--- config.mk ---
export PLATFORM = sky130hd
export DESIGN_NAME = vector_stroke_interpolator_top
export DESIGN_NICKNAME = d
export VERILOG_FILES = /design/src/design/vsi_pkg.sv /design/src/design/vsi_ctrl.sv /design/src/design/vsi_datapath.sv /design/src/design/vector_stroke_interpolator_top.sv
export SDC_FILE = /design/constraint.sdc
export NUM_CORES = 1
export LEC_CHECK = 0
export BUFFER_PORTS_ARGS = -buffer_cell sky130_fd_sc_hd__buf_2
export CORE_UTILIZATION = 45
export DETAILED_ROUTE_END_ITERATION = 10
export PLACE_DENSITY = 0.71
export SETUP_SLACK_MARGIN = 0.1
export SLEW_MARGIN = 20
export SYNTH_ARGS = -nofsm -noshare
export SYNTH_HDL_FRONTEND = slang
export SYNTH_SLANG_ARGS = --single-unit
--- constraint.sdc ---
create_clock -name clk -period 7.1 [get_ports clk]
set_input_delay 1.775 -clock clk [delete_from_list [all_inputs] [get_ports clk]]
set_output_delay 1.775 -clock clk [all_outputs]
set_load 0.01 [all_outputs]
--- src/design/vsi_pkg.sv ---
// Shared widths, constants, controller/datapath handshake structs and helper
// functions for the vector stroke interpolator.
// No dependencies; imported by every other design file.
package vsi_pkg;

  localparam int MAX_SEGMENTS = 8;
  localparam int STEP_SQ      = 25;
  localparam int LEVEL_MAX    = 255;

  localparam int COORD_W = 11;                          // input coordinate width
  localparam int Q_W     = COORD_W + 1;                 // differences and walk positions
  localparam int MAG_W   = COORD_W;                     // magnitude of a difference
  localparam int D2_W    = 2 * MAG_W + 1;               // squared distance
  localparam int SEG_W   = $clog2(MAX_SEGMENTS + 1);    // segment count and point index
  localparam int DCNT_W  = $clog2(MAG_W);               // divider bit counter
  localparam int LEVEL_W = 8;
  localparam int CFG_W   = 1;                           // widest register
  localparam int CIDX_W  = 1;                           // register index

  localparam logic [CIDX_W-1:0] REG_INV_H = CIDX_W'(0);
  localparam logic [CIDX_W-1:0] REG_INV_V = CIDX_W'(1);

  typedef struct packed {
    logic accept;
    logic diff;
    logic square;
    logic segs;
    logic div_step;
    logic fixup;
    logic emit;
  } vsi_cmd_t;

  typedef struct packed {
    logic draw;       // the offered item continues a pen-down stroke
    logic div_last;   // final quotient bit is produced this cycle
    logic emit_last;  // the point on show is the last one of the item
    logic out_free;   // the output register can take a point this cycle
  } vsi_status_t;

  // Largest k in 1..MAX_SEGMENTS with STEP_SQ*k*k <= d2, or 1 if there is none.
  function automatic logic [SEG_W-1:0] seg_count(input logic [D2_W-1:0] d2);
    logic [SEG_W-1:0] s;
    s = SEG_W'(1);
    for (int k = 2; k <= MAX_SEGMENTS; k++) begin
      if (D2_W'(STEP_SQ * k * k) <= d2) s = SEG_W'(k);
    end
    return s;
  endfunction

  // Clamp to the DAC range, then optionally mirror.
  function automatic logic [LEVEL_W-1:0] to_level(input logic signed [Q_W-1:0] v,
                                                  input logic inv);
    logic [LEVEL_W-1:0] c;
    if (v < 0) c = '0;
    else if (v > $signed(Q_W'(LEVEL_MAX))) c = LEVEL_W'(LEVEL_MAX);
    else c = v[LEVEL_W-1:0];
    return inv ? ~c : c;
  endfunction

endpackage

--- src/design/vsi_ctrl.sv ---
// Sequencing state machine of the vector stroke interpolator.
// Depends on vsi_pkg; drives the command struct of vsi_datapath.
module vsi_ctrl (
  input  logic                clk,
  input  logic                rst,
  input  logic                in_valid,
  output logic                in_stall,
  input  vsi_pkg::vsi_status_t st,
  output vsi_pkg::vsi_cmd_t    cmd
);
  import vsi_pkg::*;

  localparam logic [2:0] ST_IDLE   = 3'd0;
  localparam logic [2:0] ST_DIFF   = 3'd1;
  localparam logic [2:0] ST_SQUARE = 3'd2;
  localparam logic [2:0] ST_SEGS   = 3'd3;
  localparam logic [2:0] ST_DIV    = 3'd4;
  localparam logic [2:0] ST_FIXUP  = 3'd5;
  localparam logic [2:0] ST_EMIT   = 3'd6;

  logic [2:0] state;
  logic [2:0] state_next;

  assign in_stall = (state != ST_IDLE);

  always_comb begin
    cmd        = '0;
    state_next = state;
    unique case (state)
      ST_IDLE: begin
        if (in_valid) begin
          cmd.accept = 1'b1;
          state_next = st.draw ? ST_DIFF : ST_EMIT;
        end
      end
      ST_DIFF: begin
        cmd.diff   = 1'b1;
        state_next = ST_SQUARE;
      end
      ST_SQUARE: begin
        cmd.square = 1'b1;
        state_next = ST_SEGS;
      end
      ST_SEGS: begin
        cmd.segs   = 1'b1;
        state_next = ST_DIV;
      end
      ST_DIV: begin
        cmd.div_step = 1'b1;
        if (st.div_last) state_next = ST_FIXUP;
      end
      ST_FIXUP: begin
        cmd.fixup  = 1'b1;
        state_next = ST_EMIT;
      end
      ST_EMIT: begin
        if (st.out_free) begin
          cmd.emit = 1'b1;
          if (st.emit_last) state_next = ST_IDLE;
        end
      end
      default: state_next = ST_IDLE;
    endcase
  end

  always_ff @(posedge clk) begin
    if (rst) begin
      state <= ST_IDLE;
    end else begin
      state <= state_next;
    end
  end

  // A point is only pushed when the output register has room for it.
  a_emit_has_room: assert property (@(posedge clk) disable iff (rst)
    cmd.emit |-> st.out_free) else $error("point emitted into a full output register");

  // The last point of an item always returns the controller to idle.
  a_last_to_idle: assert property (@(posedge clk) disable iff (rst)
    (cmd.emit && st.emit_last) |=> (state == ST_IDLE))
    else $error("controller did not return to idle after the last point");

endmodule

--- src/design/vsi_datapath.sv ---
// Datapath of the vector stroke interpolator: stroke state, distance and
// segment count, serial divider, incremental line walk and output register.
// Depends on vsi_pkg; commanded by vsi_ctrl.
module vsi_datapath (
  input  logic                          clk,
  input  logic                          rst,
  input  vsi_pkg::vsi_cmd_t             cmd,
  output vsi_pkg::vsi_status_t          st,
  input  logic                          cfg_write,
  input  logic [vsi_pkg::CIDX_W-1:0]    cfg_index,
  input  logic [vsi_pkg::CFG_W-1:0]     cfg_data,
  input  logic signed [vsi_pkg::COORD_W-1:0] point_x,
  input  logic signed [vsi_pkg::COORD_W-1:0] point_y,
  input  logic                          pen_down,
  output logic                          out_valid,
  input  logic                          out_stall,
  output logic [vsi_pkg::LEVEL_W-1:0]   level_x,
  output logic [vsi_pkg::LEVEL_W-1:0]   level_y,
  output logic                          beam_on,
  output logic                          last_of_run
);
  import vsi_pkg::*;

  logic inv_h;
  logic inv_v;

  logic signed [COORD_W-1:0] prev_x, prev_y;
  logic                      prev_pen;
  logic signed [COORD_W-1:0] start_x, start_y;
  logic                      draw_mode;
  logic                      beam;

  logic signed [Q_W-1:0]     dx, dy;
  logic [MAG_W-1:0]          mag_x, mag_y;
  logic [2*MAG_W-1:0]        sq_x, sq_y;
  logic [SEG_W-1:0]          segs;

  logic [MAG_W-1:0]          div_qx, div_qy;
  logic [SEG_W-1:0]          div_rx, div_ry;
  logic [DCNT_W-1:0]         div_cnt;

  logic signed [Q_W-1:0]     qd_x, qd_y;
  logic [SEG_W-1:0]          rd_x, rd_y;
  logic signed [Q_W-1:0]     q_x, q_y;
  logic [SEG_W-1:0]          r_x, r_y;
  logic [SEG_W-1:0]          idx;

  logic signed [Q_W-1:0]     pt_x, pt_y;

  // One restoring step: returns {remainder, quotient bit}.
  function automatic logic [SEG_W:0] div_bit(input logic [SEG_W-1:0] rem,
                                             input logic nb,
                                             input logic [SEG_W-1:0] s);
    logic [SEG_W:0] sh;
    sh = {rem, nb};
    if (sh >= {1'b0, s}) return {SEG_W'(sh - {1'b0, s}), 1'b1};
    return {sh[SEG_W-1:0], 1'b0};
  endfunction

  // Floor quotient from magnitude division and the sign of the dividend.
  function automatic logic signed [Q_W-1:0] floor_q(input logic [MAG_W-1:0] qa,
                                                    input logic [SEG_W-1:0] ra,
                                                    input logic neg);
    logic [Q_W-1:0] qe;
    qe = {1'b0, qa};
    if (!neg) return $signed(qe);
    if (ra != '0) return $signed(~qe);
    return $signed(-qe);
  endfunction

  function automatic logic [SEG_W-1:0] floor_r(input logic [SEG_W-1:0] ra,
                                               input logic neg,
                                               input logic [SEG_W-1:0] s);
    if (neg && ra != '0) return s - ra;
    return ra;
  endfunction

  // Walk position rounded toward zero from its floor and remainder.
  function automatic logic signed [Q_W-1:0] trunc_pos(input logic signed [Q_W-1:0] q,
                                                      input logic [SEG_W-1:0] r);
    if (q < 0 && r != '0) return q + Q_W'(1);
    return q;
  endfunction

  assign mag_x = dx[Q_W-1] ? MAG_W'(-dx) : dx[MAG_W-1:0];
  assign mag_y = dy[Q_W-1] ? MAG_W'(-dy) : dy[MAG_W-1:0];

  assign pt_x = trunc_pos(q_x, r_x);
  assign pt_y = trunc_pos(q_y, r_y);

  assign st.draw      = pen_down && prev_pen;
  assign st.div_last  = (div_cnt == DCNT_W'(MAG_W - 1));
  assign st.emit_last = !draw_mode || (idx == segs);
  assign st.out_free  = !out_valid || !out_stall;

  always_ff @(posedge clk) begin
    if (rst) begin
      inv_h <= 1'b1;
      inv_v <= 1'b0;
    end else if (cfg_write) begin
      unique case (cfg_index)
        REG_INV_H: inv_h <= cfg_data[0];
        REG_INV_V: inv_v <= cfg_data[0];
        default: ;
      endcase
    end
  end

  // Stroke state and control flags.
  always_ff @(posedge clk) begin
    if (rst) begin
      prev_x    <= '0;
      prev_y    <= '0;
      prev_pen  <= 1'b0;
      draw_mode <= 1'b0;
      out_valid <= 1'b0;
    end else begin
      if (cmd.accept) begin
        prev_x    <= point_x;
        prev_y    <= point_y;
        prev_pen  <= pen_down;
        draw_mode <= st.draw;
      end
      if (cmd.emit) out_valid <= 1'b1;
      else if (!out_stall) out_valid <= 1'b0;
    end
  end

  // Arithmetic pipeline and line walk.
  always_ff @(posedge clk) begin
    logic [SEG_W:0] bx, by;
    logic [SEG_W:0] sx, sy;
    if (cmd.accept) begin
      start_x <= prev_x;
      start_y <= prev_y;
      beam    <= pen_down;
      q_x     <= Q_W'(point_x);
      q_y     <= Q_W'(point_y);
      r_x     <= '0;
      r_y     <= '0;
      idx     <= '0;
    end
    if (cmd.diff) begin
      dx <= Q_W'(prev_x) - Q_W'(start_x);
      dy <= Q_W'(prev_y) - Q_W'(start_y);
    end
    if (cmd.square) begin
      sq_x <= mag_x * mag_x;
      sq_y <= mag_y * mag_y;
    end
    if (cmd.segs) begin
      segs    <= seg_count(D2_W'(sq_x) + D2_W'(sq_y));
      div_qx  <= mag_x;
      div_qy  <= mag_y;
      div_rx  <= '0;
      div_ry  <= '0;
      div_cnt <= '0;
    end
    if (cmd.div_step) begin
      bx = div_bit(div_rx, div_qx[MAG_W-1], segs);
      by = div_bit(div_ry, div_qy[MAG_W-1], segs);
      div_rx  <= bx[SEG_W:1];
      div_ry  <= by[SEG_W:1];
      div_qx  <= {div_qx[MAG_W-2:0], bx[0]};
      div_qy  <= {div_qy[MAG_W-2:0], by[0]};
      div_cnt <= div_cnt + DCNT_W'(1);
    end
    if (cmd.fixup) begin
      qd_x <= floor_q(div_qx, div_rx, dx[Q_W-1]);
      qd_y <= floor_q(div_qy, div_ry, dy[Q_W-1]);
      rd_x <= floor_r(div_rx, dx[Q_W-1], segs);
      rd_y <= floor_r(div_ry, dy[Q_W-1], segs);
      q_x  <= Q_W'(start_x);
      q_y  <= Q_W'(start_y);
      r_x  <= '0;
      r_y  <= '0;
      idx  <= '0;
    end
    if (cmd.emit) begin
      level_x     <= to_level(pt_x, inv_h);
      level_y     <= to_level(pt_y, inv_v);
      beam_on     <= beam;
      last_of_run <= st.emit_last;
      // Advance by delta/segs: the remainder stays below segs with one correction.
      sx = {1'b0, r_x} + {1'b0, rd_x};
      sy = {1'b0, r_y} + {1'b0, rd_y};
      if (sx >= {1'b0, segs}) begin
        r_x <= SEG_W'(sx - {1'b0, segs});
        q_x <= q_x + qd_x + Q_W'(1);
      end else begin
        r_x <= sx[SEG_W-1:0];
        q_x <= q_x + qd_x;
      end
      if (sy >= {1'b0, segs}) begin
        r_y <= SEG_W'(sy - {1'b0, segs});
        q_y <= q_y + qd_y + Q_W'(1);
      end else begin
        r_y <= sy[SEG_W-1:0];
        q_y <= q_y + qd_y;
      end
      idx <= idx + SEG_W'(1);
    end
  end

  a_segs_range: assert property (@(posedge clk) disable iff (rst)
    (cmd.emit && draw_mode) |-> (segs >= SEG_W'(1) && segs <= SEG_W'(MAX_SEGMENTS)))
    else $error("segment count out of range while drawing");

  a_rem_bound: assert property (@(posedge clk) disable iff (rst)
    (cmd.emit && draw_mode) |-> (r_x < segs && r_y < segs))
    else $error("walk remainder not below the segment count");

  a_idx_bound: assert property (@(posedge clk) disable iff (rst)
    (cmd.emit && draw_mode) |-> (idx <= segs))
    else $error("line walk ran past its last point");

endmodule

--- src/design/vector_stroke_interpolator_top.sv ---
// Channel    Direction  Handshake             Payload
// stroke in  input      in_valid / in_stall   point_x, point_y, pen_down
// DAC out    output     out_valid / out_stall level_x, level_y, beam_on, last_of_run
// config     input      cfg_write             cfg_index, cfg_data
//
// A pen-up item, or the first pen-down item of a stroke, is accepted and then emitted.
// A line item of S segments (up to 8) runs difference, square, segment count, the
// serial divider (one quotient bit per cycle), set-up, then S + 1 points, one per
// cycle while the output register has room.
// Output stalls hold the walk; the input is stalled whenever an item is in progress.
// Synchronous reset clears the stroke state and sets horizontal inversion.
// Top level of the vector stroke interpolator; depends on vsi_pkg, vsi_ctrl, vsi_datapath.
module vector_stroke_interpolator_top (
  input  logic                               clk,
  input  logic                               rst,
  input  logic                               in_valid,
  output logic                               in_stall,
  input  logic signed [vsi_pkg::COORD_W-1:0] point_x,
  input  logic signed [vsi_pkg::COORD_W-1:0] point_y,
  input  logic                               pen_down,
  output logic                               out_valid,
  input  logic                               out_stall,
  output logic [vsi_pkg::LEVEL_W-1:0]        level_x,
  output logic [vsi_pkg::LEVEL_W-1:0]        level_y,
  output logic                               beam_on,
  output logic                               last_of_run,
  input  logic                               cfg_write,
  input  logic [vsi_pkg::CIDX_W-1:0]         cfg_index,
  input  logic [vsi_pkg::CFG_W-1:0]          cfg_data
);
  import vsi_pkg::*;

  vsi_cmd_t    cmd;
  vsi_status_t st;

  vsi_ctrl u_ctrl (
    .clk      (clk),
    .rst      (rst),
    .in_valid (in_valid),
    .in_stall (in_stall),
    .st       (st),
    .cmd      (cmd)
  );

  vsi_datapath u_datapath (
    .clk         (clk),
    .rst         (rst),
    .cmd         (cmd),
    .st          (st),
    .cfg_write   (cfg_write),
    .cfg_index   (cfg_index),
    .cfg_data    (cfg_data),
    .point_x     (point_x),
    .point_y     (point_y),
    .pen_down    (pen_down),
    .out_valid   (out_valid),
    .out_stall   (out_stall),
    .level_x     (level_x),
    .level_y     (level_y),
    .beam_on     (beam_on),
    .last_of_run (last_of_run)
  );

endmodule

-- After elaboration in Yosys (flattened, before gate mapping)
Index checks and enable logic that the tools add are counted.
- output and inout bits: 20
- word-level logic and storage cells: 211
- input bits: 30
- bits in registers: 245
- muxes and demuxes: 96
- equal/unequal tests: 13
- reduce and logical (&&, ||, !) cells: 21
- multiply operators: 2
- magnitude comparators: 17
- add/sub/neg operators: 23
- bitwise logic cells: 5
- operators by type and width (operator ; number):
    $mux W12 ; 20
    $mux W11 ; 6
    $mux W8 ; 8
    $mux W4 ; 15
    $add A12 B2 Y12 const B ; 4
    $lt A12 B1 Y1 const B ; 4
    $le A10 B23 Y1 const A ; 2
    $le A11 B23 Y1 const A ; 2
    $mul A11 B11 Y22 ; 2
    $mux W1 ; 31
    $mux W3 ; 9
    $add A12 B12 Y12 ; 2
    $gt A12 B9 Y1 const B ; 2
    $neg A11 Y12 ; 2
    $not A11 Y12 ; 2
    $sub A11 B11 Y12 ; 2
    $sub A4 B4 Y4 ; 6
    $add A22 B22 Y23 ; 1
    $le A7 B23 Y1 const A ; 1
    $le A8 B23 Y1 const A ; 1
    $le A9 B23 Y1 const A ; 1
    $neg A11 Y11 ; 2
    $pmux W3 S7 ; 1
    $ge A5 B4 Y1 ; 4
    22 further kinds ; 47

-- Logic depth before layout (Yosys ltp)
- depth after elaboration: 10
- mapped depth: 29
- gate-level depth less buffers: 28

-- Hierarchy
Synthesis repeated with hierarchy kept, for this count alone.
- cells, all modules: 2194
- area, all modules: 21784.6 um^2
- modules (own cells, without submodules) (module ; sequential area each (um^2) ; instances ; area each (um^2) ; cells an instance):
    vsi_datapath ; 6936.7 ; 1 ; 21504.4 ; 2165
    vsi_ctrl ; 60.1 ; 1 ; 280.3 ; 29

-- Worst setup path before layout
OpenSTA, ideal clock, no wires.
- kind: reg2reg
- from: register u_datapath.dy[0]
- to: register u_datapath.sq_y[21], data pin
- slack: -32 ps
- arrival time: 6875 ps
- cell stages (with the launch flop): 25
- data required time: 6842 ps
- period minus slack after synthesis: 7132 ps
- buffers on the path: 1
- library setup time: 258 ps
- path through: edfxtp_1 inv_1 clkbuf_1 ha_1 or3b_1 o31ai_1 xnor2_1 clkinv_1 nor2_1 fa_1 fa_1 fa_1 fa_1 inv_1 fa_1 inv_1 ha_1 and3_2 a21oi_1 o21ai_2 o41a_1 and4_4 a2111oi_4 a21oi_2 xnor2_1
- longest elaborated chain between the ends: 3
- ends and longest elaborated chain (item ; RTL line ; RTL):
    start, declared ; vsi_datapath.sv:33 ; logic signed [Q_W-1:0] dx, dy;
    start signal, assigned ; vsi_datapath.sv:145 ; dy <= Q_W'(prev_y) - Q_W'(start_y);
    $neg A11 Y11 ; vsi_datapath.sv:86 ; assign mag_y = dy[Q_W-1] ? MAG_W'(-dy) : dy[MAG_W-1:0];
    $mux W11 (*) ; vsi_datapath.sv:86 ;
    $mul A11 B11 Y22 (*) ; vsi_datapath.sv:149 ; sq_y <= mag_y * mag_y;
    end signal, assigned ; vsi_datapath.sv:149 ;
    end, declared ; vsi_datapath.sv:35 ; logic [2*MAG_W-1:0] sq_x, sq_y;
Mark *: on every way between the ends. The rest lies on a longest branch, timed or not.
A chain may end at the register's enable or synchronous reset.

-- Worst setup path in the final report
- from: register u_datapath.dy[2]
- to: register u_datapath.sq_y[20], data pin
The elaborated chain is that of the path after synthesis.

==> flow_summary.yaml <==
job:
  maxCapViolCount: 0
clocking:
  cts_tree: "built"
  cts_buffer_depth: 3
  path_clk_slew_ns: 0.06
  cts-root-buf: "clkbuf_16"
  clock_sink_count: 243
  cts_buffers: 26
  htree_num_levels: 1
  clk_latency_ns: 0.54
drt:
  avgRoutedWirePerCell_um: 15.35
  drc: 0
  totalWireLength_mm: 44.08
  vias_per_cell: 5.333
  ant_nets: 0
  drt_pass1_iterations: 6
  vias: 15317
  drtIter0Drc: 984
setup_path:
  crit_path_end_kind: "flop"
  cp.arrival_ns: 7.10
  worstPathRequired_ns: 7.38
  crit_type: "flop to flop"
  cp-start-kind: "flop"
  crit_fanout: 6
die:
  dieWidth_um: 218.0
  io_pins: 50
  initial_utilization_pct: 45.98
  coreArea_um2: 45670
  row_count: 78
  die_h_um: 218.0
  dieArea_um2: 47540
synth:
  synth.distinct_cells: 73
  synthTopCellsByCount: "307 x inv_1, 213 x edfxtp_1, 212 x nor2_1, 207 x ha_1, 206 x nand2_1"
  yosys_warnings: 0
  synthCells: 2169
  synth-seq-cells: 243
  syn-mean-instance-area_um2: 9.683
  yosysTopAreaCell: "edfxtp_1"
  synth_top_area_share_pct: 30.45
  synth_ff_type: "edfxtp_1"
  ys_seq_area_share_pct: 33.31
  synth_edf_count: 213
  ys_async_sr_fraction_pct: 0
  ys_top_cells_by_area: "edfxtp_1 30%, fa_1 13%, ha_1 12%"
  synth_area_um2: 21000
  synthMostInstantiatedCell: "inv_1"
placed_design:
  port_buffers: 49
  dp_hpwl_mm: 34.46
  gp_congestion: 0.8914
timing:
  fin_crit_sh_pct: 96.07
  slew_violations: 0
  rsz0062_at_grt: "false"
  fin_crit_ns: 6.821
  clock.fmax_ghz: 0.1466
  setup_viol: 0
  fin_skew_ns: 0.01422
  tightest_slew_ns: 0.9821
  holdWs_ns: 0.4287
  tns_ns: 0
  timing.slew.headroom_pct: 34.53
  finalHoldViolCount: 0
final_layout:
  regArea_um2: 6997
  fillerInstances: 4061
  fin_nets: 2632
  multi_input_area_um2: 12900
  drive_gt1_share_pct: 9.463
  n_antenna_cell: 0
  synthToLayoutAreaGrowth_pct: 10.99
global_route:
  grtUsageTotal_pct: 19.00
  grt_pass1_wl_mm: 74.46
  grt_max_degree: 58
  grt-ovfl-total: 0
  grt_pass1_vias: 15441
  antenna_found_initial: 0
worst_hold_path:
  min_path_type: "flop to flop"
run_status:
  status: "completed"
[cells in the final DEF (no fill, tap or decap), types with 69 or more instances in the layout]
cell,netlist,layout
o21ai_0,87,86
fa_1,141,139
a21oi_1,135,133
xor2_1,74,69
ha_1,207,202
xnor2_1,126,122
edfxtp_1,213,213
nand2_1,206,203
nor2_1,212,208
inv_1,307,304
[kinds of logic after synthesis]
kind of cell | after synthesis | share of synthesized area [%]
AOI/OAI and AO/OA | 384 | 11.66
xor gates and xnor gates | 200 | 8.340
adders and majority gates | 348 | 25.77
buffers and inverters | 359 | 6.422
DFF | 243 | 33.31
muxes | 36 | 1.734
other | 1 | 0.01785
and+or+nand+nor | 598 | 12.74
[path summary, 6_finish.rpt]
kind	startpoint	endpoint	slack, ns	cells after the start
setup reg to reg	u_datapath.dy[2]	u_datapath.sq_y[20]	0.28	22
hold reg to reg	u_datapath.beam	u_datapath.beam_on	0.43	0
setup / recovery	u_datapath.dy[2]	u_datapath.sq_y[20]	0.28	22
hold / removal	u_datapath.beam	u_datapath.beam_on	0.43	0
[layer usage]
layer	GRT usage, %	routed length, µm	up-vias
met3	1.729	2037	69
met5	0	0	-
met1	26.11	20140	7377
met4	4.452	881	0
met2	32.26	21030	374
li1	-	-	7497
[flip-flops by register name, indices dropped and copies added, names as in the netlist, 12 cells and up]
register,count
u_datapath.sq_x,21
u_datapath.sq_y,21
u_datapath.dx,12
u_datapath.dy,12
u_datapath.q_x,12
u_datapath.q_y,12
u_datapath.qd_x,12
u_datapath.qd_y,12
[layout make-up]
class | count | share of cell area [%]
Multi-Input combinational cell | 1568 | 55.36
Clock inverter | 10 | 0.4294
Inverter | 313 | 5.045
Timing Repair Buffer | 102 | 2.759
Clock buffer | 36 | 3.172
Sequential cell | 243 | 30.01
Tap cell | 600 | 3.220
[through the flow]
stage               setup WS, ns  utilization [%]  std cells  area [µm²]
floorplan                0.07112                -       2170       21020
global placement          0.2158            48.57       2817       22180
detailed placement       0.06340            48.57       2817       22180
CTS                       0.1140            50.48       2863       23050
global route             0.05965            51.04       2872       23310
finish                    0.2789            51.04       2872       23310
[worst max-delay path, cell delays in order, from the launching register on]
cell and delay, ns:
edfxtp_1 0.44, or3_4 0.42, or3b_4 0.45, o31ai_4 0.31, xor2_2 0.28, nor2_2 0.09, fa_1 0.54, inv_1 0.06
fa_1 0.53, inv_1 0.06, fa_2 0.47, fa_1 0.54, inv_1 0.05, fa_1 0.53, inv_1 0.04, ha_2 0.36
nand3_1 0.08, o211a_1 0.26, a2111oi_4 0.32, o21a_1 0.17, o21ai_0 0.10, a211oi_1 0.33, xor2_1 0.12
[timing repair]
action	in CTS	in global routing
resized for setup	6	38
pin swaps	2	28
setup endpoints to repair	2	9
setup buffers	0	9
hold buffers	0	0
Power is left out: the tool's default activity adds up to more than one toggle a clock period on the data nets, which glitch-free logic cannot reach.
